File: src/arc_pkg.sv
// Shared types, sizes and codes for the address-resolution cache.
package arc_pkg;

	// Table geometry
	localparam int ENTRIES = 16;
	localparam int IDX_W = (ENTRIES > 1) ? $clog2(ENTRIES) : 1;
	localparam int CNT_W = $clog2(ENTRIES + 1);

	// Field widths
	localparam int KIND_W = 2;
	localparam int KEY_W = 8;
	localparam int MAC_W = 48;
	localparam int IFACE_W = 8;
	localparam int STAT_W = 2;
	localparam int COUNT_OUT_W = 5;
	localparam int REC_W = KEY_W + MAC_W + IFACE_W;

	// Operation codes
	localparam logic [KIND_W-1:0] OP_ADD = 2'd0;
	localparam logic [KIND_W-1:0] OP_LOOKUP = 2'd1;
	localparam logic [KIND_W-1:0] OP_DELETE = 2'd2;

	// Status codes
	localparam logic [STAT_W-1:0] STAT_OK = 2'd0;
	localparam logic [STAT_W-1:0] STAT_FULL = 2'd1;
	localparam logic [STAT_W-1:0] STAT_MISSING = 2'd2;

	typedef enum logic [2:0] {
		ST_IDLE,
		ST_SCAN,
		ST_DEL_RD,
		ST_DEL_WR,
		ST_FIN
	} state_t;

	typedef struct packed {
		logic [KEY_W-1:0] key;
		logic [MAC_W-1:0] mac;
		logic [IFACE_W-1:0] iface;
	} rec_t;

	typedef struct packed {
		logic [STAT_W-1:0] status;
		logic [MAC_W-1:0] mac;
		logic [IFACE_W-1:0] iface;
		logic [COUNT_OUT_W-1:0] count;
	} res_t;

	// Fit the record count into the result field, keeping the low bits
	function automatic logic [COUNT_OUT_W-1:0] to_count_out(input logic [CNT_W-1:0] c);
		logic [CNT_W+COUNT_OUT_W-1:0] wide;
		wide = {{COUNT_OUT_W{1'b0}}, c};
		return wide[COUNT_OUT_W-1:0];
	endfunction

endpackage

File: src/arc_ram.sv
// Generic single-write, single-read RAM with registered read data.
module arc_ram #(
	parameter int WIDTH = 8,
	parameter int DEPTH = 16
) (
	input  logic                                     clk,
	input  logic                                     wr_en,
	input  logic [((DEPTH > 1) ? $clog2(DEPTH) : 1)-1:0] wr_addr,
	input  logic [WIDTH-1:0]                         wr_data,
	input  logic                                     rd_en,
	input  logic [((DEPTH > 1) ? $clog2(DEPTH) : 1)-1:0] rd_addr,
	output logic [WIDTH-1:0]                         rd_data
);

	logic [WIDTH-1:0] mem_q [DEPTH];

	// Write port
	always_ff @(posedge clk) begin
		if (wr_en) begin
			mem_q[wr_addr] <= wr_data;
		end
	end

	// Registered read port
	always_ff @(posedge clk) begin
		if (rd_en) begin
			rd_data <= mem_q[rd_addr];
		end
	end

endmodule

File: src/arc_engine.sv
// Operation sequencer: add, linear scan for lookup and delete, move-last on delete.
module arc_engine (
	input  logic                           clk,
	input  logic                           arst_n,
	input  logic                           in_valid,
	output logic                           in_stall,
	input  logic [arc_pkg::KIND_W-1:0]     kind,
	input  logic [arc_pkg::KEY_W-1:0]      node_address,
	input  logic [arc_pkg::MAC_W-1:0]      mac_in,
	input  logic [arc_pkg::IFACE_W-1:0]    iface_in,
	output logic                           res_valid,
	output arc_pkg::res_t                  res,
	input  logic                           res_free,
	output logic                           wr_en,
	output logic [arc_pkg::IDX_W-1:0]      wr_addr,
	output logic [arc_pkg::REC_W-1:0]      wr_data,
	output logic                           rd_en,
	output logic [arc_pkg::IDX_W-1:0]      rd_addr,
	input  logic [arc_pkg::REC_W-1:0]      rd_data
);
	import arc_pkg::*;

	state_t state_q, state_next;
	logic [CNT_W-1:0] count_q;
	logic [CNT_W-1:0] idx_q;
	logic [CNT_W-1:0] last;
	logic chk_s1;
	logic [IDX_W-1:0] idx_s1;
	logic [IDX_W-1:0] pos_q;
	logic [KIND_W-1:0] kind_q;
	logic [KEY_W-1:0] key_q;
	logic [STAT_W-1:0] status_q;
	logic [MAC_W-1:0] mac_q;
	logic [IFACE_W-1:0] iface_q;
	rec_t rd_rec;
	rec_t in_rec;
	logic issue;
	logic hit;
	logic scan_miss;
	logic room;
	logic is_scan_op;

	assign rd_rec = rd_data;
	assign in_rec = '{key: node_address, mac: mac_in, iface: iface_in};
	assign room = count_q < CNT_W'(ENTRIES);
	assign last = count_q - CNT_W'(1);
	assign is_scan_op = (kind == OP_LOOKUP) || (kind == OP_DELETE);

	// Scan pipeline: read slot idx_q, compare slot idx_s1 in the cycle after
	assign issue = idx_q < count_q;
	assign hit = chk_s1 && (rd_rec.key == key_q);
	assign scan_miss = !hit && !issue && !chk_s1;

	// Next state
	always_comb begin
		state_next = state_q;
		case (state_q)
			ST_IDLE: begin
				if (in_valid) begin
					state_next = is_scan_op ? ST_SCAN : ST_FIN;
				end
			end
			ST_SCAN: begin
				if (hit) begin
					state_next = (kind_q == OP_DELETE) ? ST_DEL_RD : ST_FIN;
				end else if (scan_miss) begin
					state_next = ST_FIN;
				end
			end
			ST_DEL_RD: state_next = ST_DEL_WR;
			ST_DEL_WR: state_next = ST_FIN;
			ST_FIN: begin
				if (res_free) begin
					state_next = ST_IDLE;
				end
			end
			default: state_next = ST_IDLE;
		endcase
	end

	// Outputs and memory controls
	always_comb begin
		in_stall = 1'b1;
		res_valid = 1'b0;
		wr_en = 1'b0;
		wr_addr = pos_q;
		wr_data = rd_data;
		rd_en = 1'b0;
		rd_addr = idx_q[IDX_W-1:0];
		case (state_q)
			ST_IDLE: begin
				in_stall = 1'b0;
				wr_en = in_valid && (kind == OP_ADD) && room;
				wr_addr = count_q[IDX_W-1:0];
				wr_data = in_rec;
			end
			ST_SCAN: begin
				rd_en = issue;
			end
			ST_DEL_RD: begin
				rd_en = 1'b1;
				rd_addr = last[IDX_W-1:0];
			end
			ST_DEL_WR: begin
				wr_en = 1'b1;
			end
			ST_FIN: begin
				res_valid = 1'b1;
			end
			default: begin
				in_stall = 1'b1;
			end
		endcase
	end

	assign res = '{status: status_q, mac: mac_q, iface: iface_q, count: to_count_out(count_q)};

	// State register
	always_ff @(posedge clk or negedge arst_n) begin
		if (!arst_n) begin
			state_q <= ST_IDLE;
		end else begin
			state_q <= state_next;
		end
	end

	// Count and scan index
	always_ff @(posedge clk or negedge arst_n) begin
		if (!arst_n) begin
			count_q <= '0;
			idx_q <= '0;
			chk_s1 <= 1'b0;
		end else begin
			case (state_q)
				ST_IDLE: begin
					if (in_valid) begin
						idx_q <= '0;
						chk_s1 <= 1'b0;
						if ((kind == OP_ADD) && room) begin
							count_q <= count_q + CNT_W'(1);
						end
					end
				end
				ST_SCAN: begin
					if (!hit && !scan_miss) begin
						idx_q <= idx_q + CNT_W'(issue);
						chk_s1 <= issue;
					end
				end
				ST_DEL_WR: begin
					count_q <= last;
				end
				default: begin
					count_q <= count_q;
				end
			endcase
		end
	end

	// Item and result payload
	always_ff @(posedge clk) begin
		case (state_q)
			ST_IDLE: begin
				if (in_valid) begin
					kind_q <= kind;
					key_q <= node_address;
					mac_q <= '0;
					iface_q <= '0;
					status_q <= ((kind == OP_ADD) && !room) ? STAT_FULL : STAT_OK;
				end
			end
			ST_SCAN: begin
				idx_s1 <= idx_q[IDX_W-1:0];
				if (hit) begin
					pos_q <= idx_s1;
					status_q <= STAT_OK;
					if (kind_q == OP_LOOKUP) begin
						mac_q <= rd_rec.mac;
						iface_q <= rd_rec.iface;
					end
				end else if (scan_miss) begin
					status_q <= STAT_MISSING;
				end
			end
			default: begin
				status_q <= status_q;
			end
		endcase
	end

endmodule

File: src/address_resolution_cache_core.sv
// Address-resolution cache top level: record memory, sequencer and output register.
//
// Holds up to ENTRIES records (key, MAC, interface) in one RAM with a registered
// read. One item is processed at a time. An add or an unused kind goes from
// acceptance to the finish state and from there into the output register. Lookup
// and delete walk the records from slot 0 through the RAM read port at one record
// per cycle, and a delete then reads the last record and writes it into the freed
// slot. The next item is accepted once the result has moved into the output
// register, even if that beat is still stalled.
module address_resolution_cache_core (
	input  logic                           clk,
	input  logic                           arst_n,
	input  logic                           in_valid,
	output logic                           in_stall,
	input  logic [arc_pkg::KIND_W-1:0]     kind,
	input  logic [arc_pkg::KEY_W-1:0]      node_address,
	input  logic [arc_pkg::MAC_W-1:0]      mac_in,
	input  logic [arc_pkg::IFACE_W-1:0]    iface_in,
	output logic                           out_valid,
	input  logic                           out_stall,
	output logic [arc_pkg::STAT_W-1:0]     status,
	output logic [arc_pkg::MAC_W-1:0]      mac_out,
	output logic [arc_pkg::IFACE_W-1:0]    iface_out,
	output logic [arc_pkg::COUNT_OUT_W-1:0] count_out
);
	import arc_pkg::*;

	logic wr_en;
	logic [IDX_W-1:0] wr_addr;
	logic [REC_W-1:0] wr_data;
	logic rd_en;
	logic [IDX_W-1:0] rd_addr;
	logic [REC_W-1:0] rd_data;
	logic res_valid;
	logic res_free;
	res_t res;
	logic out_valid_q;
	res_t out_q;

	arc_ram #(
		.WIDTH(REC_W),
		.DEPTH(ENTRIES)
	) u_ram (
		.clk(clk),
		.wr_en(wr_en),
		.wr_addr(wr_addr),
		.wr_data(wr_data),
		.rd_en(rd_en),
		.rd_addr(rd_addr),
		.rd_data(rd_data)
	);

	arc_engine u_engine (
		.clk(clk),
		.arst_n(arst_n),
		.in_valid(in_valid),
		.in_stall(in_stall),
		.kind(kind),
		.node_address(node_address),
		.mac_in(mac_in),
		.iface_in(iface_in),
		.res_valid(res_valid),
		.res(res),
		.res_free(res_free),
		.wr_en(wr_en),
		.wr_addr(wr_addr),
		.wr_data(wr_data),
		.rd_en(rd_en),
		.rd_addr(rd_addr),
		.rd_data(rd_data)
	);

	// Output register: load when empty or draining this cycle
	assign res_free = !out_valid_q || !out_stall;

	always_ff @(posedge clk or negedge arst_n) begin
		if (!arst_n) begin
			out_valid_q <= 1'b0;
		end else if (res_valid && res_free) begin
			out_valid_q <= 1'b1;
		end else if (!out_stall) begin
			out_valid_q <= 1'b0;
		end
	end

	// Hold the result beat while stalled
	always_ff @(posedge clk) begin
		if (res_valid && res_free) begin
			out_q <= res;
		end
	end

	assign out_valid = out_valid_q;
	assign status = out_q.status;
	assign mac_out = out_q.mac;
	assign iface_out = out_q.iface;
	assign count_out = out_q.count;

endmodule
File: config.mk
export PLATFORM = sky130hd
export DESIGN_NAME = address_resolution_cache_core
export DESIGN_NICKNAME = d
export VERILOG_FILES = /design/src/arc_pkg.sv /design/src/arc_ram.sv /design/src/arc_engine.sv /design/src/address_resolution_cache_core.sv
export SDC_FILE = /design/constraint.sdc
export NUM_CORES = 2
export LEC_CHECK = 0
export BUFFER_PORTS_ARGS = -buffer_cell sky130_fd_sc_hd__buf_2
export CAP_MARGIN = 10
export CORE_ASPECT_RATIO = 1.75
export CORE_MARGIN = 2
export CORE_UTILIZATION = 60
export CTS_BUF_LIST = sky130_fd_sc_hd__clkbuf_8
export CTS_CLUSTER_DIAMETER = 40
export DETAILED_ROUTE_END_ITERATION = 10
export PLACE_DENSITY = 0.8
export SETUP_SLACK_MARGIN = 0.15
export SLEW_MARGIN = 20
export SYNTH_ARGS = -nofsm -noshare
export SYNTH_HDL_FRONTEND = slang
export SYNTH_SLANG_ARGS = --single-unit
export TNS_END_PERCENT = 50
File: constraint.sdc
create_clock -name clk -period 5.3 [get_ports clk]
set_input_delay 0.53 -clock clk [delete_from_list [all_inputs] [get_ports clk]]
set_output_delay 0.53 -clock clk [all_outputs]
set_load 0.05 [all_outputs]
==> run summary <==
Across every metal layer, demand over resource in global routing totals 27.3%. The share of Yosys cell area claimed by the top area cell type works out to 75.7%. At the worst endpoint, the arrival time is 4.28 ns. The tightest min-delay check is of the in2reg type. After synthesis, the netlist uses 44 different library cells. Compared with the post-synthesis result, the final layout area differs by 10.6%. The synthesized design spends more area on one cell type than any other, namely edfxtp_1. The first global-routing pass estimated 170 mm of wire.

For this design, the slowest cell found on the critical path is o21a_4. Traced cell by cell, the critical path runs through clkinv_1, ha_1, nand2_1, o21a_4, buf_4, and3_1, a31oi_1, a221o_1. The final setup violation count is 0. A synthesized cell averages 14.7 um^2.

Sorting the synthesized cells by area gives the leading types as edfxtp_1 (76%), nand2_1 (7.6%), and3_1 (3.3%). The tools report the final net count as 3585. The first-pass detailed-route iteration total is 6. The initial antenna violation count is 2, and the number of global-route vias before repair is 29100. The start-to-end type of the worst setup path is reg2reg.

For the final database, setup skew stands at 0.0326 ns. The logs give 0 for the count of synthesis-stage warnings from yosys and 3 for the buffer depth of the longest clock path. IR analysis of the VDD net gives a maximum drop of 0.000419 V. For the pin with the worst max-slew slack, the measured transition is 1.16 ns. The area of the die was 83500 um^2; the clock-pin slew on the worst setup and hold paths was 0.08 ns.

The HPWL after detailed placement is 61.2 mm. Die width: 219 um. Setup repair after global routing left no endpoint under its margin. TritonCTS built the clock tree. Number of DRC violations after detailed-routing iteration 0: 3155. For this block, the routed nets add up to 114 mm of wire. The number of enable flip-flop cells after synthesis came out at 1227. The number of nets in the synthesized netlist is 3400.

Dividing the detail-routed via count by the number of cells gives 6.20. The share of synthesized registers carrying an async set or reset was 1.21%; the largest fanout on the critical path was 65. The tools report the type of origin of the critical path as a register.

The number of buffers inserted by port buffering is 134. Commonest register cell after synthesis: edfxtp_1. Power spread over the standard cell area amounts to 507 nW/um^2. The gate count of the mapped netlist was 3321; the clock network latency to the later pin of the worst-skew pair was 0.83 ns. The clock net in this run drives a total of 1242 sinks. The cell area that synthesis handed to floorplanning was 48700 um^2. The floorplan has 138 rows.

The post-route netlist has 13.7% of its cells at a drive strength greater than 1. After synthesis, the most frequently instantiated cells are edfxtp_1 (1227), nand2_1 (984), and3_1 (253), mux2i_1 (135), a31oi_1 (130). In this design, the largest share of critical-path delay is due to compound AO/OA/AOI/OAI gates. Once the clock tree was built, the setup fixing pass inserted 0 buffers.

The logs give 0.796 for the routability-driven placement congestion ratio and 0 for the final routed DRC violation total. Minimum clock period after layout: 3.72 ns. The data required time at the worst endpoint is 5.87 ns, and the post-route clock period utilization is 70.1%.

TritonCTS created 164 clock buffers. For this configuration, the core starts out at a cell density of 60.4%. The total area inside the core boundary comes to 80600 um^2. Final number of max-transition violations: 0. The kind of end point of the critical path is a register. The logs give 23.0% for the relative slew slack and 5282 for the fill cell instance count of the final layout. In this run the vertical extent of the chip is 381 um. Number of hold violations in the final report: 0. Library cell with the highest instance count after synthesis: edfxtp_1. In this run the count of I/O pins placed on the die edge is 135. The synthesized design contains 1242 register bits. On the worst path, the slowest cell contributes a delay of 0.71 ns.

The worst hold slack across all endpoints was 0.0853 ns. Entering global routing, the biggest net connects 164 pins. Counting both buffers and inverters, the worst setup path holds a total of 2.

The run gives 76.5% as the fraction of the yosys area taken by sequential cells. The count of nets left with antenna violations once routing finished came out at 0. Leakage dissipation: 20.1 nW. For this run the aggregate overflow at the end of global routing stands at 0. The total negative slack for setup checks came out at 0 ns. Clock tree synthesis selected as its root buffer the cell clkbuf_8. Across the run, the number of max-cap violations was 0. The final route contains 29000 vias.

The H-tree generated during clock tree synthesis spans 4 levels. For this run, the top clock speed supported by timing is 0.269 GHz. The run finished with clean final reports. Dividing the detail-routed wire length by the instance count gives 24.2 um.
worst paths after layout:
kind / start / end / slack [ns] / cells after the start
setup / recovery: u_engine.count_q[0] / u_ram.rd_data[28] / 1.58 / 8
hold / removal: in_valid / u_engine.state_q[0] / 0.09 / 3
setup reg to reg: u_engine.count_q[0] / u_ram.rd_data[28] / 1.58 / 8
hold reg to reg: u_engine.mac_q[30] / mac_out[30] / 0.41 / 0
max in group asynchronous: arst_n / u_engine.count_q[0] / 4.87 / 2
min in group asynchronous: arst_n / u_engine.idx_q[2] / 0.15 / 2
routing by layer:
layer	up-vias	global-route usage (%)	wire [um]
li1	12700	-	-
met1	14400	33.5	40000
met2	1644	47.3	59200
met3	320	4.92	9760
met4	0	12.2	4540
met5	-	0	0
registers in the layout, indices dropped and copies added (netlist names), 2 cells and up:
name and cells:
u_engine.status_q 2, u_engine.idx_q 5, u_engine.key_q 8, count_out 5
u_ram.rd_data 64, mac_out 48, u_ram.mem_q 1024, u_engine.count_q 5
iface_out 8, u_engine.mac_q 48, u_engine.pos_q 4, status 2
u_engine.iface_q 8, u_engine.state_q 3, u_engine.kind_q 2, u_engine.idx_s1 4
per-stage QoR:
step | cell area [um^2] | setup slack, ns | utilization [%] | instances | total power, W
after floorplan | 48700 | 0.618 | - | 3321 | 0.0184
after global placement | 50700 | 1.57 | 62.9 | 4378 | 0.0206
after detailed placement | 50700 | 1.59 | 62.9 | 4378 | 0.0208
after CTS | 53800 | 1.58 | 66.8 | 4683 | 0.0273
after global routing | 53800 | 1.46 | 66.8 | 4684 | 0.0283
final | 53800 | 1.58 | 66.8 | 4684 | 0.0273
layout make-up:
class,count,area (um^2),area share (%)
tap,1050,1310,2.44
inverter,12,46.3,0.0860
multi-input combinational,1871,10700,19.9
clock inverter,122,619,1.15
sequential,1242,37200,69.1
clock buffer,171,2350,4.37
antenna,1,2.50,0.00465
timing repair buffer,215,1570,2.92
cell usage in the layout, fill, tap and decap left out, types with 3 or more instances in the layout:
| cell | count |
|---|---|
| nor2_1 | 11 |
| edfxtp_1 | 1227 |
| buf_12 | 21 |
| dfrtp_1 | 15 |
| buf_4 | 48 |
| nor3b_1 | 4 |
| o21ai_0 | 7 |
| nand2_1 | 982 |
| mux2_2 | 63 |
| a31oi_1 | 130 |
| and3_1 | 253 |
| bufinv_16 | 4 |
| dlygate4sd3_1 | 12 |
| buf_2 | 134 |
| clkinv_1 | 52 |
| xnor2_1 | 14 |
| a221o_1 | 63 |
| o31ai_1 | 3 |
| clkinv_2 | 21 |
| nor2_4 | 18 |
| nand4_1 | 3 |
| inv_1 | 50 |
| nand3_1 | 7 |
| mux2i_1 | 133 |
| nor3_1 | 10 |
| and2_1 | 56 |
| o32ai_1 | 64 |
| a21oi_1 | 8 |
| ha_1 | 9 |
| clkbuf_8 | 171 |
repair_timing:
action | CTS | global route
hold endpoints to repair | 27 | 0
resized for setup | 0 | 0
hold buffers | 12 | 0
logic make-up (layout without fill, tap and decap cells):
logic type,Yosys count,in the layout,synth area share (%)
DFF,1242,1242,76.5
other,0,1,0
AOI/OAI and AO/OA,293,293,4.59
adders and majority gates,9,9,0.231
buffers and inverters,208,520,2.00
and+or+nand+nor,1356,1356,12.2
muxes,198,198,4.23
xor gates and xnor gates,15,15,0.270
power by group:
group / switching [W] / internal [W]
clock: 0.00339 / 0.00319
sequential: 0.000346 / 0.0132
combinational: 0.00518 / 0.00197
worst register-to-register path: stages, from the launching register on:
cell and delay, ns:
dfrtp_1 0.55, clkinv_1 0.35, ha_1 0.41, nand2_1 0.15
o21a_4 0.71, buf_4 0.60, and3_1 0.27, a31oi_1 0.05
a221o_1 0.41
Power figures use the tool's default switching activity.
